--- config.mk ---
export PLATFORM = sky130hd
export DESIGN_NAME = hec_vec_cell
export DESIGN_NICKNAME = d
export VERILOG_FILES = /design/src/rtl/hec_pkg.sv /design/src/rtl/hec_vec_cell.sv
export SDC_FILE = /design/constraint.sdc
export NUM_CORES = 1
export LEC_CHECK = 0
export BUFFER_PORTS_ARGS = -buffer_cell sky130_fd_sc_hd__buf_2
export CAP_MARGIN = 10
export CELL_PAD_IN_SITES_DETAIL_PLACEMENT = 0
export CELL_PAD_IN_SITES_GLOBAL_PLACEMENT = 1
export CORE_MARGIN = 2
export CORE_UTILIZATION = 40
export DETAILED_ROUTE_END_ITERATION = 8
export PLACE_DENSITY = 0.88
export SYNTH_ARGS = -nofsm -noshare
export SYNTH_HDL_FRONTEND = slang
export SYNTH_SLANG_ARGS = --single-unit
--- constraint.sdc ---
create_clock -name clock -period 4.07 [get_ports clock]
set_input_delay 0.2035 -clock clock [delete_from_list [all_inputs] [get_ports clock]]
set_output_delay 0.2035 -clock clock [all_outputs]
set_load 0.02 [all_outputs]
--- src/rtl/hec_pkg.sv ---
`timescale 1ns / 1ps
// ----------------------------------------------------------------------------
// hec_pkg
// Shared widths, types and constants for the horizontal/equatorial converter.
// ----------------------------------------------------------------------------
package hec_pkg;

   // Angle width of all ports and the configuration register.
   localparam int ANGLE_BITS = 24;
   // Distance between the 32-bit internal angle and the port angle.
   localparam int SHIFT_BITS = 32 - ANGLE_BITS;
   // Half an output LSB on the 32-bit internal angle scale.
   localparam logic [31:0] HALF_LSB = (SHIFT_BITS > 0) ? (32'd1 << (SHIFT_BITS - 1)) : 32'd0;

   // Default number of CORDIC iterations.
   localparam int DEF_CORDIC_STAGES = 24;

   // Q30 values (sines, cosines, products) with headroom.
   localparam int Q_W = 34;
   // Vectoring datapath width (input magnitude up to about 2^32 after gain).
   localparam int V_W = 36;
   // Internal angle accumulator width.
   localparam int Z_W = 34;
   // Square root: remainder width and root width, one root bit per step.
   // The partial root is kept scaled by the current trial bit, so it needs
   // the full remainder width until the last steps.
   localparam int N_W = 61;
   localparam int R_W = 61;
   localparam int SQRT_STEPS = 31;

   typedef logic signed [Q_W-1:0] q_type;
   typedef logic signed [Z_W-1:0] z_type;
   typedef logic signed [V_W-1:0] v_type;
   typedef logic signed [ANGLE_BITS-1:0] angle_type;

   localparam q_type CORDIC_START = q_type'(652032874);
   localparam q_type ONE_Q30      = q_type'(1073741824);
   localparam z_type QUARTER_TURN = z_type'(1073741824);
   localparam z_type HALF_TURN    = z_type'(64'd2147483648);

   // Arctangent of 2^-i on the 32-bit binary angle scale.
   localparam logic [31:0] ATAN_TABLE [32] = '{
      32'd536870912, 32'd316933406, 32'd167458907, 32'd85004756, 32'd42667331,
      32'd21354465, 32'd10679838, 32'd5340245, 32'd2670163, 32'd1335087,
      32'd667544, 32'd333772, 32'd166886, 32'd83443, 32'd41722, 32'd20861,
      32'd10430, 32'd5215, 32'd2608, 32'd1304, 32'd652, 32'd326, 32'd163,
      32'd81, 32'd41, 32'd20, 32'd10, 32'd5, 32'd3, 32'd1, 32'd1, 32'd0
   };

   // One rotation CORDIC lane.
   typedef struct packed {
      q_type x;
      q_type y;
      z_type z;
      logic  flip;
   } rot_type;

   // One vectoring CORDIC lane; zero marks a zero input vector.
   typedef struct packed {
      v_type x;
      v_type y;
      z_type z;
      logic  zero;
   } vec_type;

   // Square root lane, carrying the atan2 operands alongside.
   typedef struct packed {
      logic [N_W-1:0] n;
      logic [R_W-1:0] r;
      q_type          y;
      q_type          x;
      q_type          s;
   } sqrt_type;

   typedef struct packed {
      logic      opcode;
      angle_type angle_around;
      angle_type angle_up;
   } req_type;

   typedef struct packed {
      angle_type result_around;
      angle_type result_up;
   } rsp_type;

   // Q30 product, rounded toward minus infinity.
   function automatic q_type mulq(input q_type a, input q_type b);
      logic signed [2*Q_W-1:0] p;
      begin
         p = a * b;
         return p[Q_W+29:30];
      end
   endfunction

endpackage

--- src/rtl/hec_vec_cell.sv ---
`timescale 1ns / 1ps
// ----------------------------------------------------------------------------
// hec_vec_cell
// One vectoring CORDIC iteration with its output register.
// ----------------------------------------------------------------------------
module hec_vec_cell #(
   parameter int STAGE = 0
) (
   input  logic              clock,
   input  logic              en,
   input  hec_pkg::vec_type  cell_in,
   output hec_pkg::vec_type  cell_out
);

   localparam hec_pkg::z_type STEP_ANGLE = $signed({2'b00, hec_pkg::ATAN_TABLE[STAGE]});

   hec_pkg::vec_type step_ff;
   hec_pkg::vec_type step_in;
   hec_pkg::v_type   xs;
   hec_pkg::v_type   ys;

   // Rotate the vector toward the positive x axis, summing the angle.
   always_comb begin
      xs = cell_in.x >>> STAGE;
      ys = cell_in.y >>> STAGE;
      step_in = cell_in;
      if (cell_in.y < 0) begin
         step_in.x = cell_in.x - ys;
         step_in.y = cell_in.y + xs;
         step_in.z = cell_in.z - STEP_ANGLE;
      end else begin
         step_in.x = cell_in.x + ys;
         step_in.y = cell_in.y - xs;
         step_in.z = cell_in.z + STEP_ANGLE;
      end
   end

   always_ff @(posedge clock) begin
      if (en) begin
         step_ff <= step_in;
      end
   end

   assign cell_out = step_ff;

endmodule

; Word-level counts from Yosys, hierarchy flattened
; Cells that the tools add are included.
[classes]
addsub = 5
n_lt_le_gt_ge = 1
n_mux = 1
[op_table]
columns = operator, n
row1 = $mux W106, 1
row2 = $sub A36 B36 Y36, 2
row3 = $add A36 B36 Y36, 1
row4 = $lt A36 B1 Y1 const B, 1
row5 = $add A34 B31 Y34 const B, 1
row6 = $sub A34 B31 Y34 const B, 1
[word_totals]
register_bits = 107
inputBits = 109
output_inout_bits = 107
elab_cells = 11

; Logic depth before layout (Yosys ltp)
; Gate-level depths: netlist of run 1.
[depth]
depth_word = 2
mapped_depth = 12
depth_no_buf = 12

; Least setup slack after synthesis of run 1
; OpenSTA, ideal clock, no wires.
[synth_timing]
kind = input-to-reg
startpoint = in cell_in[35] in the netlist's numbering
endpoint = reg step_ff (netlist bit cell_out[69]) (data pin)
setup_ns = 0.266
arrival_ns = 2.601
t_required_ns = 3.804
path_slack_ns = 1.203
path_stages = 12
path_buffers = 0
path_cell_list = ha_1 inv_1 fa_1 o21ba_2 nor4_2 o21ai_1 a2111o_1 nand2_1 a31oi_1 o41a_1 a2bb2oi_1 xor2_1
[synth_rtl]
columns = item, line_no
row1 = from (decl), hec_vec_cell.sv:11  ; input hec_pkg::vec_type cell_in,
row2 = to (signal assigned), hec_vec_cell.sv:40  ; step_ff <= step_in;
row3 = to (decl), hec_vec_cell.sv:17  ; hec_pkg::vec_type step_ff;

==> results of run 1 <==
==> logic make-up after synthesis <==
logic type,Yosys count
buffers and inverters,160
adders and majority gates,116
DFF,106
AOI/OAI and AO/OA,363
and+or+nand+nor,237
xor gates and xnor gates,69
muxes,20
==> power groups by stage <==
stage / registers, mW / clock network, mW / logic (mW)
3_3_place_gp: 1.47 / 0 / 1.50
5_1_grt: 1.46 / 0.999 / 1.65
3_5_place_dp: 1.47 / 0 / 1.50
4_1_cts: 1.45 / 0.967 / 1.51
6_report: 1.44 / 0.943 / 1.52
2_1_floorplan: 1.68 / 0 / 0.773
==> synthesized netlist by cell type (4+ instances only) <==
library cell,instances
nor3_1,20
nand3b_1,5
o21ai_1,7
o21bai_1,20
nand2_1,58
clkbuf_1,24
o21ai_0,65
o21a_1,5
clkinv_1,4
or3_1,6
buf_2,12
o31a_1,5
edfxtp_1,106
a211oi_1,10
xor2_1,13
inv_1,108
a21o_1,33
nor2b_1,15
buf_1,8
a31oi_1,15
nand4_1,8
nor2_1,71
nand2b_1,6
nor4_1,12
fa_1,4
o2111ai_1,5
o211ai_1,6
ha_1,112
nor3b_1,4
nand3_1,15
xnor2_1,56
mux2i_1,18
o31ai_1,14
a21oi_1,135
==> worst max-delay path by stage <==
stage / start / to / slack [ps] / cells after the start
floorplan: cell_in[35] / cell_out[69]$_DFFE_PP_ / 1200 / 12
global placement: cell_in[41] / cell_out[68]$_DFFE_PP_ / 540 / 12
detailed placement: cell_in[41] / cell_out[70]$_DFFE_PP_ / 530 / 12
CTS: cell_in[41] / cell_out[70]$_DFFE_PP_ / 880 / 12
global route: cell_in[41] / cell_out[68]$_DFFE_PP_ / 620 / 12
finish: cell_in[41] / cell_out[70]$_DFFE_PP_ / 810 / 12
==> area by class of cell <==
class	instances	area (um2)	share of cell area
multi-input cells	805	5740	0.508
flip-flops and latches	106	3180	0.282
repair buffers	236	1240	0.110
inverters	112	420	0.0372
well taps	319	399	0.0353
clock buffers	10	229	0.0203
clock inverters	6	76.3	0.00676
diodes	1	2.50	0.000222
==> stage by stage <==
stage / utilization / hold WS [ps] / cell area [um2] / setup slack, ps / total power [mW]
floorplan: - / 302 / 9560 / 1200 / 2.45
global placement: 0.467 / 380 / 11000 / 543 / 2.96
detailed placement: 0.467 / 382 / 11000 / 531 / 2.97
CTS: 0.480 / 1.79 / 11300 / 882 / 3.92
global route: 0.481 / 0.965 / 11300 / 624 / 4.11
finish: 0.481 / 11.5 / 11300 / 806 / 3.91
==> per-layer routing <==
| metal | track usage | vias up |
|---|---|---|
| met5 | 0 | - |
| met1 | 0.334 | 4135 |
| met4 | 0.0583 | 0 |
| li1 | - | 4246 |
| met2 | 0.375 | 414 |
| met3 | 0.0435 | 45 |
==> worst max-delay path: cells and delay by family <==
family | cells | cell delay (ps)
AOI/OAI and AO/OA | 7 | 2160
adders and majority gates | 1 | 540
buffers and inverters | 3 | 310
xor gates and xnor gates | 1 | 160
==> run summary, run 1 <==
critical path type: in2reg
Synth Area in XOR/XNOR: 0.0632
syn avg cell area: 8.92 um2
Syn. warnings: 0
Slew @ Worst Pin: 1000 ps
DP HPWL: 23.6 mm
Max Cap Viol: 0
H-tree Lvls: 3
Port Buffers: 215
Routed Wire Length: 30.0 mm
CP Capture Type: register
Area Overhead vs Synth: 18.1%
Initial Util: 0.407
hold path depth: 1
setup violators final: 0
crit-path cells: buf_2 > inv_1 > ha_1 > inv_1 > a2111oi_2 > o311ai_2 > a21o_1 > o31ai_1 > a21oi_1 > o211ai_1 > o21ai_1 > xor2_1
Max-slew headroom: 0.331
Hold Fails Final Rpt: 0
max incr delay on CP: 600 ps
drt initial violations: 692
Flop pwr share: 0.369
number of hold buffers added after cts: 0
synth unique cells: 74
post-CTS sizing: 0
mux contribution to synthesized area: 0.0212
Area contributors post-synth: edfxtp_1 (33%), ha_1 (15%), a21oi_1 (7.1%)
unrepaired setup endpoints after global routing: false
Die Wd: 159 um
data required time of the critical path: 4180 ps
main combinational cell family by area after synthesis: compound AO/OA/AOI/OAI gates
die area: 25100 um2
Slew Viols, Final: 0
via count: 8840
GRT Overall Usage: 0.237
Simple-Gate Fraction of Synth Area: 0.120
CTS tree: done
Combinational Power Share: 0.390
DR WL met3: 2.26 mm
clock sink total: 106
Crit-path slowest cell: o31ai_1
final worst-path cycle share: 0.802
initial antenna violation count: 1
CP Max Fanout: 13
NetSw: 1.48 mW
I/O pin count: 216
top_reg_cell synth: edfxtp_1
Synth Instances: 1071
grt total ovfl: 0
Filler cells: 2292
Max IR drop VDD: 193 uV
hold_sp: cell_in[25]
WL/cell: 18.8 um
Mapped Area: 9560 um2
Post CTS Setup Buffer Count: 0
Post-synth EDFFs: 106
CP startpoint kind: input port
Most Frequent Cell on Critical Path: inv_1
metal2 WL: 13.5 mm
Reg clk slew, reported paths: 80 ps
status: complete, no violations
most frequent cells in the layout: buf_2 (214), a21oi_1 (135), ha_1 (112)
Synth Register Bits: 106
uppermost layer routed: met4
Cell Pwr Density: 346 nW/um2
Clk network pwr share: 0.241
fin nets: 1495
hold crit path type: in2reg
largest net degree at the start of global routing: 90
Antenna Nets Post-Route: 0
number of global-route vias before repair: 8464
Achievable Freq: 306 MHz
Root Buffer: clkbuf_16
CTS Buf Count: 9
Post-Synth Adder-Cell Area: 0.155
async set-reset flop share out of synthesis: 0
Critical Path AT: 3370 ps
row cnt: 56
Internal Power: 2.43 mW
most common cell after layout, fill and taps aside: buf_2
met1 WL: 13.7 mm
switching share of power: 0.378
min cycle time layout: 3260 ps
Initial DRT Pass Iterations: 5
final cell count without fillers: 1595
CTS Buffer Depth: 2
register area share after synthesis: 0.333
max reg flops: 106
post-synth top area share: 0.333
Lkg Pwr: 5.08 nW
layout cells sized above 1: 0.211
# DRC: 0
Synth Area in Compound Gates: 0.241
height of the chip: 159 um
Worst Hold End: cell_out[25]$_DFFE_PP_
placer congestion estimate: 1.01
DR vias/cell: 5.54
cell accounting for the most synthesized area: edfxtp_1
Syn Nets: 1296
global-route wire length before repair: 46.3 mm
Placed Instances: 1576
setup TNS: 0 ps
CORE AREA: 23500 um2
Note: power is estimated with default switching activity, not from simulation.
==> run 2: changes to the inputs <==
--- a/config.mk
+++ b/config.mk
@@ -10,7 +10,7 @@
 export CELL_PAD_IN_SITES_DETAIL_PLACEMENT = 0
 export CELL_PAD_IN_SITES_GLOBAL_PLACEMENT = 1
 export CORE_MARGIN = 2
-export CORE_UTILIZATION = 40
+export CORE_UTILIZATION = 38
 export DETAILED_ROUTE_END_ITERATION = 8
 export PLACE_DENSITY = 0.88
 export SYNTH_ARGS = -nofsm -noshare
==> constraint.sdc (replaced) <==
create_clock -name clock -period 2.9 [get_ports clock]
set_input_delay 0.145 -clock clock [delete_from_list [all_inputs] [get_ports clock]]
set_output_delay 0.145 -clock clock [all_outputs]
set_load 0.02 [all_outputs]
==> run 2 against run 1 <==
- utilization rose by 5.1 points
- non-clock buffer count increased by 227
- critical endpoint is now cell_out[69]$_DFFE_PP_
- clock power is 46% higher
- combinational power grew 69%
- wire length increased by 12%
- first-iteration DRC count up 23%
- sequential share of layout area down 4.2 points
- power increased by 53%
- via count grew 9.6%
- die area is 5.1% higher
- sequential cell count stayed put
- final area increased by 18%
==> run summary, run 2 (synthesized netlist as in run 1, its figures left out) <==
status: complete, no violations
# DRC: 0
clock sink total: 106
CTS Buf Count: 9
Initial DRT Pass Iterations: 5
critical path type: in2reg
hold path depth: 2
largest net degree at the start of global routing: 90
Setup crit start: cell_in[71]
setup violators final: 0
hold_sp: cell_in[30]
Achievable Freq: 352 MHz
final core utilization: 0.532
DR vias/cell: 5.29
Initial Util: 0.383
unrepaired setup endpoints after global routing: true
initial antenna violation count: 0
max reg flops: 106
final worst-path cycle share: 0.979
Port Buffers: 215
min cycle time layout: 2840 ps
Critical Path AT: 2950 ps
height of the chip: 163 um
Filler cells: 2345
data required time of the critical path: 3010 ps
die area: 26400 um2
number of global-route vias before repair: 9484
CP startpoint kind: input port
via count: 9689
Max Cap Viol: 0
most common cell after layout, fill and taps aside: buf_4
hold crit path type: in2reg
fin nets: 1722
DP Area: 12500 um2
worst slack, placed: -385 ps
Max IR drop VDD: 290 uV
worst setup margin: 59.5 ps
layout cells sized above 1: 0.325
WL/cell: 18.3 um
Root Buffer: clkbuf_16
Hold Fails Final Rpt: 0
GRT Overall Usage: 0.247
CP Max Fanout: 3
Slew Viols, Final: 0
ant diodes: 0
Antenna Nets Post-Route: 0
CP Capture Type: register
Reg clk slew, reported paths: 80 ps
grt total ovfl: 0
CTS Buffer Depth: 2
Slew @ Worst Pin: 994 ps
CORE AREA: 25000 um2
Cell Pwr Density: 450 nW/um2
CTS tree: done
drt initial violations: 848
row cnt: 58
Reg area: 3180 um2
most frequent cells in the layout: buf_4 (217), buf_2 (212), a21oi_1 (134)
Max-slew headroom: 0.337
footprint of the multi-input gates: 5900 um2
global-route wire length before repair: 50.7 mm
DP HPWL: 26.6 mm
Lkg Pwr: 6.19 nW
I/O pin count: 216
Area Overhead vs Synth: 38.9%
H-tree Lvls: 3
placer congestion estimate: 0.979
fin area: 13300 um2
Die Wd: 163 um
Routed Wire Length: 33.4 mm
run 2: changes by cell type in the layout (fill, tap and decap cells not counted), sizes merged:
cell         previous run  this run
buf                   234       433
dlygate4sd3             2        30
clkinv                  4         6
inv                   113       111
clkbuf                 10         9
clkinvlp                0         1
diode                   1         0
run 2: path summary, 6_finish.rpt:
kind	to	slack, ps
setup / recovery	cell_out[69]$_DFFE_PP_	60
hold / removal	cell_out[30]$_DFFE_PP_	100
run 2: metal layers:
metal,vias to the layer above,global-route usage,share of wire
li1,4704,-,-
met5,-,0,0
met2,398,0.417,0.47
met1,4536,0.330,0.45
met3,51,0.0372,0.063
met4,0,0.0660,0.023
run 2: cell type report:
cell class	instances	share of cell area
Timing Repair Buffer	463	0.229
Sequential cell	106	0.240
Clock buffer	9	0.0170
Clock inverter	7	0.00688
Multi-Input combinational cell	805	0.444
Tap cell	330	0.0311
Inverter	112	0.0317
run 2: what timing repair did:
item | CTS | global route
hold endpoints to repair | 30 | 0
hold buffers | 30 | 0
setup endpoints to repair | 2 | 14
setup buffers | 0 | 2
cloned | 0 | 0
pin swaps | 0 | 11
resized for setup | 1 | 33
run 2: worst max-delay path: stages:
cell and delay (ps):
buf_6 90, ha_4 130, inv_2 40, fa_2 360
o21ba_4 240, nor4_4 250, buf_4 170, o21ai_4 60
a2111o_1 520, buf_6 160, nand2_4 60, a31oi_4 70
o41a_1 370, a2bb2oi_2 150, xor2_1 140
run 2: power by group:
group / total (mW) / switching, mW / internal, mW
Combinational: 2.57 / 1.50 / 1.06
Clock: 1.38 / 0.681 / 0.694
Sequential: 2.03 / 0.0544 / 1.98
run 2: stage by stage:
step	hold WS [ps]	setup TNS [ps]	total power [mW]	cells
floorplan	244	0	3.44	1071
global placement	321	-4620	4.50	1784
detailed placement	323	-5150	4.53	1784
CTS	83.4	0	5.95	1830
global route	109	-135	6.28	1832
finish	101	0	5.97	1832
