**src/rtl/hec_pkg.sv**
```systemverilog
`timescale 1ns / 1ps
// ----------------------------------------------------------------------------
// hec_pkg
// Shared widths, types and constants for the horizontal/equatorial converter.
// ----------------------------------------------------------------------------
package hec_pkg;

   // Angle width of all ports and the configuration register.
   localparam int ANGLE_BITS = 24;
   // Distance between the 32-bit internal angle and the port angle.
   localparam int SHIFT_BITS = 32 - ANGLE_BITS;
   // Half an output LSB on the 32-bit internal angle scale.
   localparam logic [31:0] HALF_LSB = (SHIFT_BITS > 0) ? (32'd1 << (SHIFT_BITS - 1)) : 32'd0;

   // Default number of CORDIC iterations.
   localparam int DEF_CORDIC_STAGES = 24;

   // Q30 values (sines, cosines, products) with headroom.
   localparam int Q_W = 34;
   // Vectoring datapath width (input magnitude up to about 2^32 after gain).
   localparam int V_W = 36;
   // Internal angle accumulator width.
   localparam int Z_W = 34;
   // Square root: remainder width and root width, one root bit per step.
   // The partial root is kept scaled by the current trial bit, so it needs
   // the full remainder width until the last steps.
   localparam int N_W = 61;
   localparam int R_W = 61;
   localparam int SQRT_STEPS = 31;

   typedef logic signed [Q_W-1:0] q_type;
   typedef logic signed [Z_W-1:0] z_type;
   typedef logic signed [V_W-1:0] v_type;
   typedef logic signed [ANGLE_BITS-1:0] angle_type;

   localparam q_type CORDIC_START = q_type'(652032874);
   localparam q_type ONE_Q30      = q_type'(1073741824);
   localparam z_type QUARTER_TURN = z_type'(1073741824);
   localparam z_type HALF_TURN    = z_type'(64'd2147483648);

   // Arctangent of 2^-i on the 32-bit binary angle scale.
   localparam logic [31:0] ATAN_TABLE [32] = '{
      32'd536870912, 32'd316933406, 32'd167458907, 32'd85004756, 32'd42667331,
      32'd21354465, 32'd10679838, 32'd5340245, 32'd2670163, 32'd1335087,
      32'd667544, 32'd333772, 32'd166886, 32'd83443, 32'd41722, 32'd20861,
      32'd10430, 32'd5215, 32'd2608, 32'd1304, 32'd652, 32'd326, 32'd163,
      32'd81, 32'd41, 32'd20, 32'd10, 32'd5, 32'd3, 32'd1, 32'd1, 32'd0
   };

   // One rotation CORDIC lane.
   typedef struct packed {
      q_type x;
      q_type y;
      z_type z;
      logic  flip;
   } rot_type;

   // One vectoring CORDIC lane; zero marks a zero input vector.
   typedef struct packed {
      v_type x;
      v_type y;
      z_type z;
      logic  zero;
   } vec_type;

   // Square root lane, carrying the atan2 operands alongside.
   typedef struct packed {
      logic [N_W-1:0] n;
      logic [R_W-1:0] r;
      q_type          y;
      q_type          x;
      q_type          s;
   } sqrt_type;

   typedef struct packed {
      logic      opcode;
      angle_type angle_around;
      angle_type angle_up;
   } req_type;

   typedef struct packed {
      angle_type result_around;
      angle_type result_up;
   } rsp_type;

   // Q30 product, rounded toward minus infinity.
   function automatic q_type mulq(input q_type a, input q_type b);
      logic signed [2*Q_W-1:0] p;
      begin
         p = a * b;
         return p[Q_W+29:30];
      end
   endfunction

endpackage

```
**src/rtl/hec_sqrt_cell.sv**
```systemverilog
`timescale 1ns / 1ps
// ----------------------------------------------------------------------------
// hec_sqrt_cell
// One restoring square root step, producing one root bit per cell.
// ----------------------------------------------------------------------------
module hec_sqrt_cell #(
   parameter int STEP = 0
) (
   input  logic               clock,
   input  logic               en,
   input  hec_pkg::sqrt_type  cell_in,
   output hec_pkg::sqrt_type  cell_out
);

   localparam logic [hec_pkg::N_W:0] TRIAL_BIT =
      (hec_pkg::N_W + 1)'(1) << (60 - 2 * STEP);

   hec_pkg::sqrt_type       step_ff;
   hec_pkg::sqrt_type       step_in;
   logic [hec_pkg::N_W:0]   trial;
   logic [hec_pkg::N_W:0]   rem;

   // Subtract the trial value when it fits and set the root bit.
   always_comb begin
      trial = (hec_pkg::N_W + 1)'(cell_in.r) + TRIAL_BIT;
      rem = {1'b0, cell_in.n};
      step_in = cell_in;
      if (rem >= trial) begin
         step_in.n = hec_pkg::N_W'(rem - trial);
         step_in.r = hec_pkg::R_W'((hec_pkg::N_W + 1)'(cell_in.r >> 1) + TRIAL_BIT);
      end else begin
         step_in.r = cell_in.r >> 1;
      end
   end

   always_ff @(posedge clock) begin
      if (en) begin
         step_ff <= step_in;
      end
   end

   assign cell_out = step_ff;

endmodule

```
**config.mk**
```make
export PLATFORM = sky130hd
export DESIGN_NAME = hec_sqrt_cell
export DESIGN_NICKNAME = d
export VERILOG_FILES = /design/src/rtl/hec_pkg.sv /design/src/rtl/hec_sqrt_cell.sv
export SDC_FILE = /design/constraint.sdc
export NUM_CORES = 1
export LEC_CHECK = 0
export BUFFER_PORTS_ARGS = -buffer_cell sky130_fd_sc_hd__buf_2
export CAP_MARGIN = 20
export CORE_UTILIZATION = 29
export DETAILED_ROUTE_END_ITERATION = 7
export PLACE_DENSITY = 0.51
export RECOVER_POWER = 25
export SLEW_MARGIN = 10
export SYNTH_ARGS = -nofsm -noshare
export SYNTH_HDL_FRONTEND = slang
export SYNTH_SLANG_ARGS = --single-unit
```
**constraint.sdc**
```tcl
create_clock -name clock -period 4.76 [get_ports clock]
set_clock_uncertainty 0.05 [all_clocks]
set_input_delay 0.476 -clock clock [delete_from_list [all_inputs] [get_ports clock]]
set_output_delay 0.476 -clock clock [all_outputs]
set_load 0.02 [all_outputs]
```
==> Yosys cells after proc, flatten, opt, wreduce, memory -nomap -nowiden <==
Index checks and enable logic that the tools add are counted.
Widths: inputs -> output; s select.
{ "totals": {"elab_cells": 12, "out_inout_bits": 224, "input_bits": 226, "regBits": 224} }
{ "classes": {"order_cmp": 1, "n_addsub": 3, "muxes": 2} }
{ "op_table": {"columns": ["operator", "count"], "rows": [
  ["$add 61x61->62 const B", 1],
  ["$ge 61x62->1", 1],
  ["$add 60x61->61 const B", 1],
  ["$mux 61", 1],
  ["$sub 61x61->61", 1],
  ["$mux 60", 1]
]} }

==> Depth between registers and ports, before layout <==
Gate-level depths: netlist of the first run.
{ "depth": {"depth_word": 3, "depth_mapped": 15, "ltp_nobuf": 14} }

==> Worst setup path after synthesis of the first run <==
Ideal clock, no wire load.
{ "synth_path": {"path_kind": "input -> register", "start": "input cell_in[137] (netlist name)", "end": "register step_ff (netlist bit cell_out[222]) (data pin)", "stages": 14, "t_arrival_ns": 2.878, "required_ns": 4.452, "path_buffers": 2, "setup_slack_ns": 1.574, "setup_time_ns": 0.258, "cell_sequence": "inv_1 ha_1 buf_4 a21oi_4 o21ai_1 a211o_1 a21o_1 a211oi_4 o221ai_2 o2111a_2 nor2_8 inv_4 buf_6 o221a_1"} }
{ "synth_rtl": {"columns": ["item", "line", "text"], "rows": [
  ["start, declared", "hec_sqrt_cell.sv:11", "input hec_pkg::sqrt_type cell_in,"],
  ["end signal, assigned", "hec_sqrt_cell.sv:38", "step_ff <= step_in;"],
  ["end, declared", "hec_sqrt_cell.sv:18", "hec_pkg::sqrt_type step_ff;"]
]} }

==> results of run 1 <==
-- cells in the mapped netlist (3+ instances only) --
library cell  number
edfxtp_1         224
nand2b_1           4
o21ai_0           43
xor2_1            24
o31ai_1            5
ha_1              62
clkbuf_1          14
or3_1              5
o211ai_1           5
and3_1             3
and2_1             5
nor2_1            88
o21bai_1          15
a21o_1            25
inv_1             77
nand2_1           71
a21oi_2            3
xnor2_1           31
or2_2              3
a21oi_1          103
nand3_1           13
o21ai_1            6
nand4_1           25
nor3_1            11
a21boi_0           4
a211oi_1           5
a31oi_1            9
o22ai_1            3
o21a_1             6
buf_2             23
-- area by class of cell --
| cell class | count | area [µm²] | area share (%) |
|---|---|---|---|
| Antenna cell | 5 | 12.5 | 0.0842 |
| Clock buffer | 29 | 683 | 4.60 |
| Clock inverter | 20 | 225 | 1.52 |
| Inverter | 78 | 295 | 1.99 |
| Multi-Input combinational cell | 611 | 4000 | 26.9 |
| Sequential cell | 224 | 6730 | 45.3 |
| Tap cell | 511 | 639 | 4.30 |
| Timing Repair Buffer | 457 | 2280 | 15.4 |
-- worst max path at each step --
| stage | slack, ps | end | start | cells after the start |
|---|---|---|---|---|
| 6_report | 1090 | cell_out[222] | cell_in[119] | 14 |
| 5_1_grt | 760 | cell_out[222] | cell_in[119] | 14 |
| 4_1_cts | 1040 | cell_out[222] | cell_in[118] | 14 |
| 3_5_place_dp | 480 | cell_out[222] | cell_in[118] | 14 |
| 3_3_place_gp | 490 | cell_out[222] | cell_in[119] | 14 |
| 2_1_floorplan | 1570 | cell_out[222] | cell_in[137] | 14 |
-- power groups by stage --
stage	clock, mW	combinational (mW)	sequential [mW]
detailed placement	0	1.22	2.46
floorplan	0	0.498	2.70
finish	2.13	1.21	2.42
CTS	2.20	1.23	2.42
global route	2.27	1.33	2.44
global placement	0	1.22	2.46
-- through the flow --
step	util (%)	setup slack [ps]	area, µm²	hold slack, ps
global placement	37.0	488	14000	603
detailed placement	37.0	480	14000	604
finish	39.3	1090	14900	51.2
floorplan	-	1570	11200	525
CTS	39.4	1040	14900	19.5
global route	39.2	765	14900	26.6
-- metal layers --
layer	part of all wire (%)	global-route usage, %
met5	0.087	0
met2	48	30.1
met3	9.1	5.58
met1	42	22.2
met4	1.7	4.05
-- logic make-up (layout without fill, tap and decap cells) --
group                    after synthesis  count (layout)  synth area share [%]
flip-flops                           224             224                  60.0
buffers and inverters                118             584                  4.40
XOR/XNOR                              55              55                  4.29
adder cells (fa/ha/maj)               63              63                  7.10
other                                  0               5                     0
AND/OR/NAND/NOR                      235             235                  9.52
multiplexers                           1               1                 0.100
AO/OA/AOI/OAI                        257             257                  14.6
==> impl_metrics.env, run 1 <==
export IMPL_outcome="finished, final reports clean"
export IMPL_dp_hpwl_um=29400
export IMPL_holdPathEnd="cell_out[3]"
export IMPL_grt_pass1_vias=8826
export IMPL_drtPass1Iterations=4
export IMPL_port_buffers=449
export IMPL_crit_slowest_cell="nor4_1"
export IMPL_synthFlopType="edfxtp_1"
export IMPL_die_y_um=199
export IMPL_row_count=71
export IMPL_dp_cells=1881
export IMPL_critPathKind="in -> reg"
export IMPL_routed_via_density=4.66
export IMPL_vias=9016
export IMPL_drive_gt1_share_pct=33.3
export IMPL_cp_buffers_inverters=3
export IMPL_cts_repair_resized=0
export IMPL_arrival_ps=3910
export IMPL_h_tree_depth=1
export IMPL_cts_buffer_depth=3
export IMPL_tightest_slew_ps=823
export IMPL_cts_buffers=27
export IMPL_design_core_area_um2=37800
export IMPL_path_cells="clkbuf_1 -> inv_1 -> ha_1 -> nand2_1 -> nor4_1 -> nand3_1 -> a31oi_1 -> a211oi_4 -> o221ai_2 -> o2111a_2 -> nor2_8 -> buf_4 -> a2111o_1 -> o221a_1"
export IMPL_grt_total_usage_pct=17.8
export IMPL_slowest_delay_ps=510
export IMPL_nets=1688
export IMPL_drt_initial_drc_count=473
export IMPL_grt_setup_unrepaired="no"
export IMPL_min_path_type="in -> reg"
export IMPL_grt_max_degree=70
export IMPL_slew_violations=0
export IMPL_detail_route_antenna_nets=0
export IMPL_grt_first_pass_wirelength_um=53000
export IMPL_clk_pin_slew_ps=60
export IMPL_final_cell_mix="402 x buf_2, 224 x edfxtp_1, 103 x a21oi_1"
export IMPL_antenna_found_initial=9
export IMPL_maxCapViolCount=0
export IMPL_synth_area_leaders="edfxtp_1 60%, ha_1 6.9%, a21oi_1 4.6%, nor2_1 2.9%, inv_1 2.6%"
export IMPL_avgSynthCellArea_um2=11.8
export IMPL_synth_nets=1242
export IMPL_cts_tree="yes"
export IMPL_synth_seq_area_share_pct=60.0
export IMPL_timing_final_crit_share_pct=77.0
export IMPL_p_clk_share_pct=37.0
export IMPL_gr_total_overflow=0
export IMPL_path_max_fanout=25
export IMPL_maxSlewHeadroom_pct=44.7
export IMPL_final_setup_viol_count=0
export IMPL_ys_warn_count=0
export IMPL_cts_setup_buffers=0
export IMPL_netlist_area_leader_share_pct=60.0
export IMPL_yosysTopAreaCell="edfxtp_1"
export IMPL_die_width_um=199
export IMPL_synth_seq_cells=224
export IMPL_die_area_um2=39500
export IMPL_synthCells=953
export IMPL_cts_hold_buf=0
export IMPL_hold_viol=0
export IMPL_worstHoldPathCells=1
export IMPL_largest_register_ffs=224
export IMPL_start_util_pct=29.6
export IMPL_drc=0
export IMPL_layout_commonest_cell="buf_2"
export IMPL_nFillCells=3843
export IMPL_required_ps=5000
export IMPL_synth_cell_types=61
export IMPL_p_int_mw=4.06
export IMPL_fin_tns_setup_ps=0
export IMPL_ir_worst_vdd_mv=0.273
export IMPL_pin_count=450
export IMPL_critPathTopFamily="compound AO/OA/AOI/OAI gates"
export IMPL_hold_start="cell_in[3]"
export IMPL_max_freq_ghz=0.273
export IMPL_gp_congestion=0.850
export IMPL_p_leak_nw=6.39
export IMPL_p_sw_share_pct=29.5
export IMPL_async_flop_share_pct=0
export IMPL_power_per_cell_area_nw_per_um2=388
export IMPL_period_needed_ps=3670
export IMPL_p_total_mw=5.76
export IMPL_cts_root_buf="clkbuf_16"
export IMPL_stdcell_count=1935
export IMPL_wl_um=36900
export IMPL_area_growth_pct=32.5
export IMPL_critPathLaunchType="primary input"
export IMPL_wl_per_cell_um=19.1
export IMPL_syn_area_um2=11200
export IMPL_cp_end_kind="flop"
export IMPL_synth_edf_count=224
export IMPL_power_switching_mw=1.70
export IMPL_cts_sinks=224
export IMPL_pwr_share_comb_pct=21.0
export IMPL_seq_power_share_pct=42.0
(Power assumes the default switching activity.)
==> run 2: changes to the inputs <==
PLACE_DENSITY = 0.53   (was 0.51)
clock period = 3.3 ns   (was 4.76 ns; I/O delays follow)
==> run 2 against run 1 <==
  * The flow now finishes with violations (max-capacitance violations, max-slew violations)
  * Wire length rose by 7.2%
  * Sequential share of layout area fell by 6.9 points
  * Utilization rose by 7.1 points
  * Critical path depth fell by 2
  * Setup slack got worse by 960 ps
  * Sequential power rose by 45%
  * Via count rose by 12%
  * Global-route usage rose by 1.5 points
  * Die area did not move
  * Cell count rose by 15%
  * Clock-buffer cell count fell by 1
  * Combinational power rose by 75%
  * Critical endpoint unchanged
==> impl_metrics.env, run 2 (synthesized netlist as in run 1, its figures left out) <==
export IMPL_wl_um=39600
export IMPL_layout_commonest_cell="buf_2"
export IMPL_cts_setup_buffers=0
export IMPL_cts_buffer_depth=3
export IMPL_violations="max-capacitance violations, max-slew violations"
export IMPL_stdcell_count=2225
export IMPL_cp_end_kind="flop"
export IMPL_routed_via_density=4.53
export IMPL_pin_count=450
export IMPL_whs_ps=41.9
export IMPL_tightest_slew_ps=2000
export IMPL_drtPass1Iterations=5
export IMPL_ir_worst_vdd_mv=0.352
export IMPL_critPathLaunchType="primary input"
export IMPL_final_util_pct=46.4
export IMPL_grt_setup_unrepaired="no"
export IMPL_crit_start="cell_in[159]"
export IMPL_clk_pin_slew_ps=70
export IMPL_area_growth_pct=56.4
export IMPL_dp_cells=2004
export IMPL_nets=1977
export IMPL_cts_tree="yes"
export IMPL_placed_cell_area_um2=15000
export IMPL_antenna_found_initial=8
export IMPL_row_count=71
export IMPL_design_core_area_um2=37800
export IMPL_vias=10100
export IMPL_hold_viol=0
export IMPL_drc=0
export IMPL_final_setup_viol_count=0
export IMPL_final_cell_mix="428 x buf_2, 224 x edfxtp_1, 166 x dlygate4sd3_1"
export IMPL_slew_violations=69
export IMPL_required_ps=3550
export IMPL_cts_sinks=224
export IMPL_dp_hpwl_um=30500
export IMPL_grt_first_pass_wirelength_um=58600
export IMPL_port_buffers=449
export IMPL_crit_path_end="cell_out[222]"
export IMPL_gr_total_overflow=0
export IMPL_die_area_um2=39500
export IMPL_drt_initial_drc_count=404
export IMPL_grt_pass1_vias=10300
export IMPL_power_per_cell_area_nw_per_um2=494
export IMPL_h_tree_depth=1
export IMPL_drive_gt1_share_pct=37.0
export IMPL_die_y_um=199
export IMPL_critPathKind="in -> reg"
export IMPL_design_area_um2=17500
export IMPL_maxCapViolCount=1
export IMPL_grt_max_degree=71
export IMPL_cts_root_buf="clkbuf_16"
export IMPL_grt_total_usage_pct=19.4
export IMPL_arrival_ps=3420
export IMPL_die_width_um=199
export IMPL_p_leak_nw=7.76
export IMPL_p_total_mw=8.67
export IMPL_period_needed_ps=3170
export IMPL_max_freq_ghz=0.316
export IMPL_outcome="complete, but fails checks"
export IMPL_start_util_pct=29.6
export IMPL_gp_congestion=0.840
export IMPL_cts_buffers=27
export IMPL_path_max_fanout=5
export IMPL_timing_final_crit_share_pct=96.0
export IMPL_largest_register_ffs=224
export IMPL_min_path_type="in -> reg"
export IMPL_wl_per_cell_um=17.8
export IMPL_maxSlewHeadroom_pct=-33.0
export IMPL_detail_route_antenna_nets=0
-- run 2: cell type report --
class	count	area, µm²
inverters	78	295
fillers	3557	20300
multi-input cells	611	4030
clock inverters	22	225
clock buffers	28	679
well taps	511	639
flip-flops and latches	224	6730
diodes	5	12.5
repair buffers	746	4940
-- run 2: per-layer routing --
layer | track usage (%) | vias up | wire length, µm
li1 | - | 4980 | -
met1 | 23.8 | 4697 | 16900
met2 | 33.0 | 335 | 18700
met3 | 5.26 | 64 | 2940
met4 | 5.98 | 8 | 1040
met5 | 0 | - | 54
-- run 2: metrics by stage --
| stage | setup TNS, ps | worst slack, ps |
|---|---|---|
| CTS | 0 | 35.4 |
| global placement | -8180 | -310 |
| detailed placement | -10160 | -351 |
| finish | 0 | 134 |
| floorplan | 0 | 260 |
| global route | 0 | 14.3 |
-- run 2: timing repair --
item                                   CTS  global route
endpoints found under the hold margin  166             0
resized for setup                        0             9
hold buffers                           166             0
setup endpoints to repair                0            31
-- run 2: how the worst min path moves through the flow --
stage | slack [ps] | cells after the start | from | end
4_1_cts | 10 | 3 | cell_in[204] | cell_out[204]
3_5_place_dp | 460 | 1 | cell_in[94] | cell_out[94]
5_1_grt | 20 | 3 | cell_in[204] | cell_out[204]
2_1_floorplan | 380 | 0 | cell_in[0] | cell_out[0]
6_report | 40 | 3 | cell_in[204] | cell_out[204]
3_3_place_gp | 460 | 1 | cell_in[3] | cell_out[3]
-- run 2: critical path, cell delays in order --
cell and delay (ps):
dlygate4sd3_1 520, buf_2 110, inv_1 50, ha_1 370, nand4_1 200, or4_4 600
nor3_2 220, o2111a_2 310, nor2_8 70, buf_4 150, a2111o_1 340, o221a_1 140
-- run 2: power breakdown --
part           switching (mW)  internal (mW)  leakage, nW
combinational            1.21          0.907         5.13
clock                    1.24           1.81        0.435
sequential             0.0643           3.43         2.19
