File: config.mk
export PLATFORM = sky130hd
export DESIGN_NAME = hec_rot_cell
export DESIGN_NICKNAME = d
export VERILOG_FILES = /design/src/rtl/hec_pkg.sv /design/src/rtl/hec_rot_cell.sv
export SDC_FILE = /design/constraint.sdc
export NUM_CORES = 1
export LEC_CHECK = 0
export ABC_AREA = 0
export BUFFER_PORTS_ARGS = -buffer_cell sky130_fd_sc_hd__buf_2
export CAP_MARGIN = 30
export CORE_MARGIN = 2
export CORE_UTILIZATION = 40
export DETAILED_ROUTE_END_ITERATION = 7
export GPL_TIMING_DRIVEN = 0
export PLACE_DENSITY = 0.61
export SYNTH_ARGS = -nofsm -noshare
export SYNTH_HDL_FRONTEND = slang
export SYNTH_SLANG_ARGS = --single-unit
File: constraint.sdc
create_clock -name clock -period 8.13 [get_ports clock]
set_input_delay 1.626 -clock clock [delete_from_list [all_inputs] [get_ports clock]]
set_output_delay 1.626 -clock clock [all_outputs]
set_load 0.02 [all_outputs]
File: src/rtl/hec_pkg.sv
`timescale 1ns / 1ps
// ----------------------------------------------------------------------------
// hec_pkg
// Shared widths, types and constants for the horizontal/equatorial converter.
// ----------------------------------------------------------------------------
package hec_pkg;

   // Angle width of all ports and the configuration register.
   localparam int ANGLE_BITS = 24;
   // Distance between the 32-bit internal angle and the port angle.
   localparam int SHIFT_BITS = 32 - ANGLE_BITS;
   // Half an output LSB on the 32-bit internal angle scale.
   localparam logic [31:0] HALF_LSB = (SHIFT_BITS > 0) ? (32'd1 << (SHIFT_BITS - 1)) : 32'd0;

   // Default number of CORDIC iterations.
   localparam int DEF_CORDIC_STAGES = 24;

   // Q30 values (sines, cosines, products) with headroom.
   localparam int Q_W = 34;
   // Vectoring datapath width (input magnitude up to about 2^32 after gain).
   localparam int V_W = 36;
   // Internal angle accumulator width.
   localparam int Z_W = 34;
   // Square root: remainder width and root width, one root bit per step.
   // The partial root is kept scaled by the current trial bit, so it needs
   // the full remainder width until the last steps.
   localparam int N_W = 61;
   localparam int R_W = 61;
   localparam int SQRT_STEPS = 31;

   typedef logic signed [Q_W-1:0] q_type;
   typedef logic signed [Z_W-1:0] z_type;
   typedef logic signed [V_W-1:0] v_type;
   typedef logic signed [ANGLE_BITS-1:0] angle_type;

   localparam q_type CORDIC_START = q_type'(652032874);
   localparam q_type ONE_Q30      = q_type'(1073741824);
   localparam z_type QUARTER_TURN = z_type'(1073741824);
   localparam z_type HALF_TURN    = z_type'(64'd2147483648);

   // Arctangent of 2^-i on the 32-bit binary angle scale.
   localparam logic [31:0] ATAN_TABLE [32] = '{
      32'd536870912, 32'd316933406, 32'd167458907, 32'd85004756, 32'd42667331,
      32'd21354465, 32'd10679838, 32'd5340245, 32'd2670163, 32'd1335087,
      32'd667544, 32'd333772, 32'd166886, 32'd83443, 32'd41722, 32'd20861,
      32'd10430, 32'd5215, 32'd2608, 32'd1304, 32'd652, 32'd326, 32'd163,
      32'd81, 32'd41, 32'd20, 32'd10, 32'd5, 32'd3, 32'd1, 32'd1, 32'd0
   };

   // One rotation CORDIC lane.
   typedef struct packed {
      q_type x;
      q_type y;
      z_type z;
      logic  flip;
   } rot_type;

   // One vectoring CORDIC lane; zero marks a zero input vector.
   typedef struct packed {
      v_type x;
      v_type y;
      z_type z;
      logic  zero;
   } vec_type;

   // Square root lane, carrying the atan2 operands alongside.
   typedef struct packed {
      logic [N_W-1:0] n;
      logic [R_W-1:0] r;
      q_type          y;
      q_type          x;
      q_type          s;
   } sqrt_type;

   typedef struct packed {
      logic      opcode;
      angle_type angle_around;
      angle_type angle_up;
   } req_type;

   typedef struct packed {
      angle_type result_around;
      angle_type result_up;
   } rsp_type;

   // Q30 product, rounded toward minus infinity.
   function automatic q_type mulq(input q_type a, input q_type b);
      logic signed [2*Q_W-1:0] p;
      begin
         p = a * b;
         return p[Q_W+29:30];
      end
   endfunction

endpackage

File: src/rtl/hec_rot_cell.sv
`timescale 1ns / 1ps
// ----------------------------------------------------------------------------
// hec_rot_cell
// One rotation CORDIC iteration with its output register.
// ----------------------------------------------------------------------------
module hec_rot_cell #(
   parameter int STAGE = 0
) (
   input  logic              clock,
   input  logic              en,
   input  hec_pkg::rot_type  cell_in,
   output hec_pkg::rot_type  cell_out
);

   localparam hec_pkg::z_type STEP_ANGLE = $signed({2'b00, hec_pkg::ATAN_TABLE[STAGE]});

   hec_pkg::rot_type step_ff;
   hec_pkg::rot_type step_in;
   hec_pkg::q_type   xs;
   hec_pkg::q_type   ys;

   // Rotate toward zero residual angle.
   always_comb begin
      xs = cell_in.x >>> STAGE;
      ys = cell_in.y >>> STAGE;
      step_in = cell_in;
      if (cell_in.z >= 0) begin
         step_in.x = cell_in.x - ys;
         step_in.y = cell_in.y + xs;
         step_in.z = cell_in.z - STEP_ANGLE;
      end else begin
         step_in.x = cell_in.x + ys;
         step_in.y = cell_in.y - xs;
         step_in.z = cell_in.z + STEP_ANGLE;
      end
   end

   always_ff @(posedge clock) begin
      if (en) begin
         step_ff <= step_in;
      end
   end

   assign cell_out = step_ff;

endmodule

; ---- After elaboration in Yosys (flattened, before gate mapping)
; Index checks and enable logic that the tools add are counted.
[word_totals]
reg_bits = 103
in_bits = 105
output_inout_bits = 103
elab_cells = 11
[op_classes]
add_sub_neg = 5
order_cmp = 1
muxes = 1
[op_table]
columns = op, count
row1 = $mux W102, 1
row2 = $sub A34 B34 Y34, 2
row3 = $add A34 B31 Y34 const B, 1
row4 = $add A34 B34 Y34, 1
row5 = $ge A34 B1 Y1 const B, 1
row6 = $sub A34 B31 Y34 const B, 1

; ---- Depth between registers and ports, before layout
; Gate-level depths: netlist of run 1.
[depth]
word_depth = 2
ltp_mapped = 13
ltp_nobuf = 12

; ---- Worst setup path before layout of run 1
; Ideal clock, no wire load.
[synth_timing]
path_type = input -> register
start = input port cell_in[36] (netlist name)
end = register step_ff (netlist bit cell_out[100]) (data pin)
setup_ns = 0.269
arrival_time_ns = 3.691
required_ns = 7.861
setup_slack_ns = 4.170
cell_stages = 11
n_path_buf = 0
path_cell_list = inv_1 ha_1 nor2b_1 o2111a_1 o311ai_2 and2_2 o21ai_2 a31o_4 a2111oi_4 a21oi_2 xor2_1
[synth_lines]
columns = element, line
row1 = start: declaration, hec_rot_cell.sv:11  ; input hec_pkg::rot_type cell_in,
row2 = end signal: assignment, hec_rot_cell.sv:40  ; step_ff <= step_in;
row3 = end: declaration, hec_rot_cell.sv:17  ; hec_pkg::rot_type step_ff;

==> flow_summary.toml, run 1 <==
[routing]
dr_total_vias = 8623
drtIter0Drc = 711
drcViolationCount = 0
dr.pass1.iters = 5
routed_via_density = 5.63
postRouteAntennaNets = 0
wl_per_cell_um = 19.3
wl_mm = 29.6

[worst_setup_path]
startpoint = "cell_in[36]"
critPathLaunchType = "input port"
critical_path.cell_chain = "buf_2 -> inv_1 -> ha_1 -> nor2b_1 -> o21ai_1 -> a21oi_1 -> o41ai_2 -> a311oi_2 -> a31oi_1 -> nand2b_1 -> a31oi_1 -> xor2_1"
max_stage_delay_ns = 0.67
worstSetupEndpointType = "flip-flop"
path_class = "in2reg"
cp.required_ns = 8.23
cp_slowest_cell = "a311oi_2"
crit_path_frequent_cell = "a31oi_1"
arrival_ns = 4.48
crit_fanout = 5

[min_path]
hold_class = "in2reg"
min-delay-start = "cell_in[0]"

[yosys]
synth_area_per_cell_um2 = 8.94
postSynthCellCount = 1020
ys_seq_elements = 102
synth_top_cell_area_share = 0.336
seq_area_frac_synth = 0.336
synth.yosys.warnings = 0
synthTopCellsByArea = "edfxtp_1 (34%), ha_1 (14%), a21oi_1 (7.0%), xnor2_1 (5.5%), inv_1 (4.0%)"
netlist_area_mm2 = 0.00912
synth_top_area_cell = "edfxtp_1"
syn_nets = 1233
synth_flop_cell = "edfxtp_1"
synth-edff-count = 102
async_flop_share = 0
synth_cell_types = 74

[placement]
numPlacedInstances = 1514
placed_cell_area_mm2 = 0.0106
gp_congestion = 0.974
numPortBuffers = 207
dp_hpwl_mm = 23.4

[grt]
gr-total-overflow = 0
grt_pass1_wl_mm = 44.7
antenna_found_initial = 2
grt_max_degree = 70
grt_usage = 0.241
grt_pass1_vias = 8174

[power_and_ir_drop]
p_sw_frac = 0.386
peakVddDrop_mv = 0.0828
p_total_mw = 1.87
powerDensity_mw_per_mm2 = 172
p_leak_nw = 4.78
p_switching_uw = 723
seqPwrFrac = 0.369
comb_power_share = 0.388
internal-power_mw = 1.15
pwr-share-clk = 0.243

[sta]
finalCritPeriodShare = 0.538
fin_tns_setup_ns = 0
slew_viol_final = 0
tightest_slew_ns = 0.908
hold_violations = 0
rsz0062_at_grt = "no"
maxSlewHeadroom = 0.395
post-route-min-period_ns = 4.38
clock.fmax_mhz = 228
report.final.setup_viol = 0

[clocking]
cts_buffers = 9
htreeDepth = 3
cts_resized = 0
postCtsSetupRepairBufs = 0
hold_buffers = 0
cts_tree = "yes"
cts.clk_slew.worst_paths_ns = 0.08
clockBufferDepth = 2
clockRootBuffer = "clkbuf_16"
cts_sinks = 102

[floorplan]
rows = 55
die_h_um = 155
die_area_mm2 = 0.0240
ioPinCount = 208
die_w_um = 155
core_area_mm2 = 0.0225
initial_core_util = 0.405

[final_layout]
largest_reg_flops = 102
fin_area_mm2 = 0.0109
drive_gt1_frac = 0.218
most-common-layout-cells = "buf_2 (215), a21oi_1 (127), ha_1 (104)"
final_common_cell = "buf_2"
area_growth_pct = 19.1
final_cells = 1532
nets = 1453

[run]
cap_violations = 0

[outcome]
outcome = "finished clean"
[logic make-up (layout without fill, tap and decap cells)]
| kind of cell | Yosys count | count (layout) | synth area share |
|---|---|---|---|
| and+or+nand+nor | 257 | 257 | 0.139 |
| xor gates and xnor gates | 68 | 68 | 0.0653 |
| DFF | 102 | 102 | 0.336 |
| buffers and inverters | 145 | 370 | 0.0638 |
| muxes | 6 | 6 | 0.00658 |
| other | 0 | 2 | 0 |
| adders and majority gates | 108 | 108 | 0.151 |
| AOI/OAI and AO/OA | 334 | 334 | 0.238 |
[final timing paths]
check / endpoint / slack [ns] / cells past startpoint
worst min-delay path: cell_out[0] / 1.43 / 1
worst max-delay path: cell_out[62] / 3.75 / 12
[routing by layer]
metal | routed length, µm | GRT usage | share of wire | vias to the layer above
met5 | 0 | 0 | 0 | -
met4 | 905 | 0.0847 | 0.031 | 0
met3 | 2290 | 0.0398 | 0.077 | 63
met2 | 13500 | 0.393 | 0.46 | 407
met1 | 12900 | 0.323 | 0.43 | 4044
li1 | - | - | - | 4109
[power by group through the flow]
stage	clock network, mW	logic (mW)	registers, mW
CTS	0.466	0.720	0.692
detailed placement	0	0.715	0.703
floorplan	0	0.366	0.806
global route	0.484	0.783	0.699
finish	0.455	0.727	0.691
global placement	0	0.713	0.704
[cell type report]
type | instances | area, µm²
buffer | 41 | 191
antenna | 2 | 5.00
clock buffer | 9 | 225
tap | 285 | 357
multi-input combinational | 773 | 5480
timing repair buffer | 209 | 1070
clock inverter | 7 | 86.3
inverter | 104 | 390
fill | 2258 | 11600
sequential | 102 | 3060
[Yosys cell counts (17+ instances only)]
cell	instances
o21bai_1	19
a211oi_1	17
xnor2_1	57
inv_1	97
nor3_1	24
o21ai_0	56
a21oi_1	127
a21o_1	21
edfxtp_1	102
ha_1	104
nor2_1	77
clkbuf_1	23
nand2_1	53
[critical path: cells and delay by family]
family                     cells  cell delay [ns]
buffers and inverters          2             0.26
adders and majority gates      1             0.32
and+or+nand+nor                2             0.38
AOI/OAI and AO/OA              6             1.79
xor gates and xnor gates       1             0.10
[through the flow]
step,hold WS [ns],worst slack (ns),utilization
global placement,1.80,2.99,0.467
global route,1.43,3.62,0.483
CTS,1.43,3.81,0.483
finish,1.43,3.75,0.483
floorplan,1.72,4.17,-
detailed placement,1.81,3.43,0.469
Power figures use the tool's default switching activity.
==> run 2: changes to the inputs <==
ABC_AREA = 1   (was 0)
PLACE_DENSITY = 0.6   (was 0.61)
clock period = 4.16 ns   (was 8.13 ns; I/O delays follow)
==> flow_summary.toml, run 2 <==
[final_layout]
final_common_cell = "nand2_1"
area_growth_pct = 16.5
largest_reg_flops = 102
antenna_cells_inserted = 0
drive_gt1_frac = 0.180
nets = 2031
most-common-layout-cells = "nand2_1 (450), inv_1 (231), buf_2 (218)"

[yosys]
syn_nets = 1812
synth_cell_types = 36
seq_area_frac_synth = 0.284
ys_top_cells_by_count = "nand2_1 (450), inv_1 (231), nand3_1 (152)"
synth.yosys.warnings = 0
synth_top_area_cell = "edfxtp_1"
netlist_area_mm2 = 0.0108
synth-edff-count = 102
synth_flop_cell = "edfxtp_1"
synth_top_cell_area_share = 0.284
synthTopCellsByArea = "edfxtp_1 (28%), nand2_1 (16%), ha_1 (12%), inv_1 (8.0%), nand3_1 (7.0%)"
ys_seq_elements = 102
synth_area_per_cell_um2 = 6.75
postSynthCellCount = 1599
yosysMostFrequentCell = "nand2_1"
async_flop_share = 0

[routing]
wl_per_cell_um = 18.6
drtIter0Drc = 981
routed_via_density = 5.29
postRouteAntennaNets = 0
dr_total_vias = 11400
dr.pass1.iters = 5
wl_mm = 40.3
drcViolationCount = 0

[clocking]
hold_buffers = 0
clockBufferDepth = 2
postCtsSetupRepairBufs = 0
htreeDepth = 3
cts_buffers = 9
clockRootBuffer = "clkbuf_16"
cts_sinks = 102
cts.clk_slew.worst_paths_ns = 0.09
cts_resized = 0
cts_tree = "yes"

[floorplan]
ioPinCount = 208
initial_core_util = 0.404
die_h_um = 168
rows = 60
die_w_um = 168
core_area_mm2 = 0.0267
die_area_mm2 = 0.0283

[outcome]
outcome = "finished clean"

[sta]
hold_violations = 0
post-route-min-period_ns = 3.01
fin_ws_ns = 1.15
fin_tns_setup_ns = 0
tightest_slew_ns = 0.654
maxSlewHeadroom = 0.564
report.final.setup_viol = 0
clock.fmax_mhz = 333
rsz0062_at_grt = "no"
finalCritPeriodShare = 0.723
slew_viol_final = 0

[worst_setup_path]
worstSetupEndpointType = "flip-flop"
critPathLaunchType = "input port"
cp.required_ns = 4.26
arrival_ns = 3.11
crit_fanout = 4
startpoint = "cell_in[69]"
path_class = "in2reg"

[grt]
gr-total-overflow = 0
antenna_found_initial = 0
grt_pass1_wl_mm = 59.2
grt_usage = 0.277
grt_max_degree = 80
grt_pass1_vias = 10600

[power_and_ir_drop]
peakVddDrop_mv = 0.198
p_leak_nw = 6.48
powerDensity_mw_per_mm2 = 306

[min_path]
min-delay-start = "cell_in[0]"
hold_path_end = "cell_out[0]"
hold_path_depth = 1
hold_class = "in2reg"

[placement]
preCtsSetupSlack_ns = 0.854
gp_congestion = 0.967
numPortBuffers = 207
dp_hpwl_mm = 33.5

[run]
cap_violations = 0
-- run 2: cell types whose count changed in the layout (fill, tap and decap cells not counted), moves of 15 or more --
| cell | before | now |
|---|---|---|
| a21o_1 | 21 | 3 |
| nand3_1 | 13 | 152 |
| nand2_1 | 53 | 450 |
| buf_4 | 7 | 23 |
| nand2_2 | 0 | 17 |
| a211oi_1 | 17 | 0 |
| inv_1 | 97 | 231 |
| nor2b_1 | 15 | 0 |
| xnor2_1 | 57 | 1 |
| xor2_1 | 11 | 32 |
| clkbuf_1 | 23 | 1 |
| nor2_1 | 77 | 131 |
| nand2b_1 | 15 | 0 |
| o21ai_0 | 56 | 91 |
-- run 2: per-layer routing --
layer  GRT usage  part of all wire
met1       0.392              0.45
met2       0.439              0.44
met3      0.0475             0.093
met4      0.0701             0.018
met5           0                 0
-- run 2: final cells by class --
class,instances,area [µm²]
fillers,2854,14100
multi-input cells,1207,6480
flip-flops and latches,102,3060
repair buffers,208,1070
inverters,246,923
well taps,341,427
plain buffers,44,330
clock buffers,9,225
clock inverters,7,63.8
-- run 2: critical path, cell delays in order --
cell	delay, ns
buf_2	0.12
inv_1	0.05
ha_1	0.21
fa_1	0.51
o21ai_1	0.35
nand2_1	0.10
nand2_1	0.13
nand2_1	0.08
nand2_2	0.18
xor2_1	0.09
o21ai_0	0.46
-- run 2: per-stage QoR --
stage / instances / util / total power, mW / hold WS [ns] / area (µm²)
2_1_floorplan: 1599 / - / 2.37 / 0.931 / 10800
3_3_place_gp: 2147 / 0.459 / 2.94 / 1.01 / 12300
3_5_place_dp: 2148 / 0.460 / 2.95 / 1.01 / 12300
4_1_cts: 2164 / 0.471 / 3.85 / 0.637 / 12600
5_1_grt: 2164 / 0.471 / 4.07 / 0.639 / 12600
6_report: 2164 / 0.471 / 3.85 / 0.641 / 12600
-- run 2: cell families (layout without fill, tap and decap cells) --
kind of cell               after synthesis  in the layout  share of synthesized area
AOI/OAI and AO/OA                      254            254                      0.126
adders and majority gates              108            108                      0.128
buffers and inverters                  290            514                      0.116
xor gates and xnor gates                33             33                     0.0268
DFF                                    102            102                      0.284
and+or+nand+nor                        812            812                      0.319
-- run 2: worst max-delay path by stage --
stage          cells past startpoint  slack, ns      endpoint
3_3_place_gp                      11       0.88  cell_out[85]
2_1_floorplan                     15       1.43  cell_out[34]
6_report                          11       1.15  cell_out[85]
3_5_place_dp                      11       0.85  cell_out[85]
4_1_cts                           11       1.24  cell_out[85]
5_1_grt                           12       1.05  cell_out[85]
-- run 2: power breakdown --
part	internal, mW	switching, mW
registers	1.29	0.0273
clock network	0.425	0.466
logic	0.498	1.14
==> run 3: changes to the inputs <==
ABC_AREA = 0   (was 1)
PLACE_DENSITY = 0.63   (was 0.6)
clock period = 2.7 ns   (was 4.16 ns; I/O delays follow)
==> flow_summary.toml, run 3 (synthesis gave the netlist of run 1 again) <==
[grt]
grt_usage = 0.250
grt_pass1_vias = 8571
antenna_found_initial = 1
grt_max_degree = 69
gr-total-overflow = 0
grt_pass1_wl_mm = 46.8

[clocking]
cts_buffers = 9
cts_sinks = 102
htreeDepth = 3
clockBufferDepth = 2
clockRootBuffer = "clkbuf_16"
cts.clk_slew.worst_paths_ns = 0.08
cts_tree = "yes"

[outcome]
outcome = "finished, violations left"
violations = "negative setup slack"

[worst_setup_path]
cp_slowest_cell = "o41ai_4"
path_class = "in2reg"
path_buf_inv = 5
critical_path_depth = 15
path_delay_family = "compound AO/OA/AOI/OAI gates"
worstSetupEndpointType = "flip-flop"
arrival_ns = 2.89
critPathLaunchType = "input port"
crit_fanout = 5
critical_path.cell_chain = "buf_6 -> inv_4 -> ha_4 -> nor2b_2 -> o21ai_2 -> a21oi_4 -> o41ai_4 -> buf_4 -> a311oi_4 -> buf_6 -> buf_4 -> a221o_1 -> nand2_1 -> o21ai_1 -> xnor2_1"
cp.required_ns = 2.82
max_stage_delay_ns = 0.31

[routing]
wl_mm = 31.7
drcViolationCount = 0
drtIter0Drc = 823
wl_per_cell_um = 20.0
dr.pass1.iters = 5
postRouteAntennaNets = 0
dr_total_vias = 9102
routed_via_density = 5.73

[floorplan]
rows = 55
core_area_mm2 = 0.0225
die_w_um = 155
initial_core_util = 0.405
die_h_um = 155
die_area_mm2 = 0.0240
ioPinCount = 208

[power_and_ir_drop]
powerDensity_mw_per_mm2 = 492
peakVddDrop_mv = 0.284
p_leak_nw = 5.31

[sta]
finalCritPeriodShare = 1.03
rsz0062_at_grt = "yes"
tightest_slew_ns = 0.652
slew_viol_final = 0
maxSlewHeadroom = 0.562
hold_violations = 0
post-route-min-period_ns = 2.78
fin_ws_ns = -0.0773
clock.fmax_mhz = 360
report.final.setup_viol = 11

[min_path]
hold_path_depth = 1
hold_class = "in2reg"

[placement]
gp_congestion = 0.953
preCtsSetupSlack_ns = -0.943
numPlacedInstances = 1513
dp_hpwl_mm = 23.2
numPortBuffers = 207
placed_cell_area_mm2 = 0.0107

[final_layout]
final_util = 0.554
final_common_cell = "buf_2"
final_cells = 1589
area_growth_pct = 36.7
fillCellCount = 2032
fin_area_mm2 = 0.0125
nets = 1511
most-common-layout-cells = "buf_2 (207), edfxtp_1 (102), a21oi_1 (101)"
largest_reg_flops = 102
drive_gt1_frac = 0.383

[run]
cap_violations = 0
## run 3: timing repair
action	CTS	global route
gates resized for setup	109	151
cloned	0	1
hold buffers	0	0
endpoints found under the hold margin	0	0
endpoints found under the setup margin	67	59
pin swaps	48	67
buffers inserted	27	37
## run 3: stage by stage
step	hold WS (ns)	power, mW	TNS (ns)
6_report	0.340	6.14	-0.266
2_1_floorplan	0.639	3.57	-0.123
4_1_cts	0.330	5.89	-0.265
3_5_place_dp	0.720	4.31	-47.68
5_1_grt	0.328	6.43	-1.72
3_3_place_gp	0.717	4.31	-50.04
## run 3: path summary, 6_finish.rpt
| check | from | end | slack [ns] |
|---|---|---|---|
| worst max-delay path | cell_in[36] | cell_out[50] | -0.08 |
| worst min-delay path | cell_in[0] | cell_out[0] | 0.34 |
## run 3: power by group
part           internal (mW)  leakage [nW]  switching [mW]
Combinational           1.02          4.16            1.63
Sequential              2.04         0.998          0.0486
Clock                  0.670         0.151           0.741
## run 3: layout make-up
class,instances,area [µm²],area share
clock inverters,7,86.3,0.00692
repair buffers,270,1590,0.127
well taps,285,357,0.0286
inverters,104,419,0.0336
multi-input cells,773,6460,0.518
clock buffers,9,225,0.0181
flip-flops and latches,102,3060,0.246
plain buffers,38,272,0.0218
diodes,1,2.50,0.000201
## run 3: metal layers
layer / vias up / part of all wire / GRT usage
li1: 4231 / - / -
met1: 4320 / 0.43 / 0.332
met2: 476 / 0.47 / 0.416
met3: 75 / 0.074 / 0.0373
met4: 0 / 0.031 / 0.0886
met5: - / 0 / 0
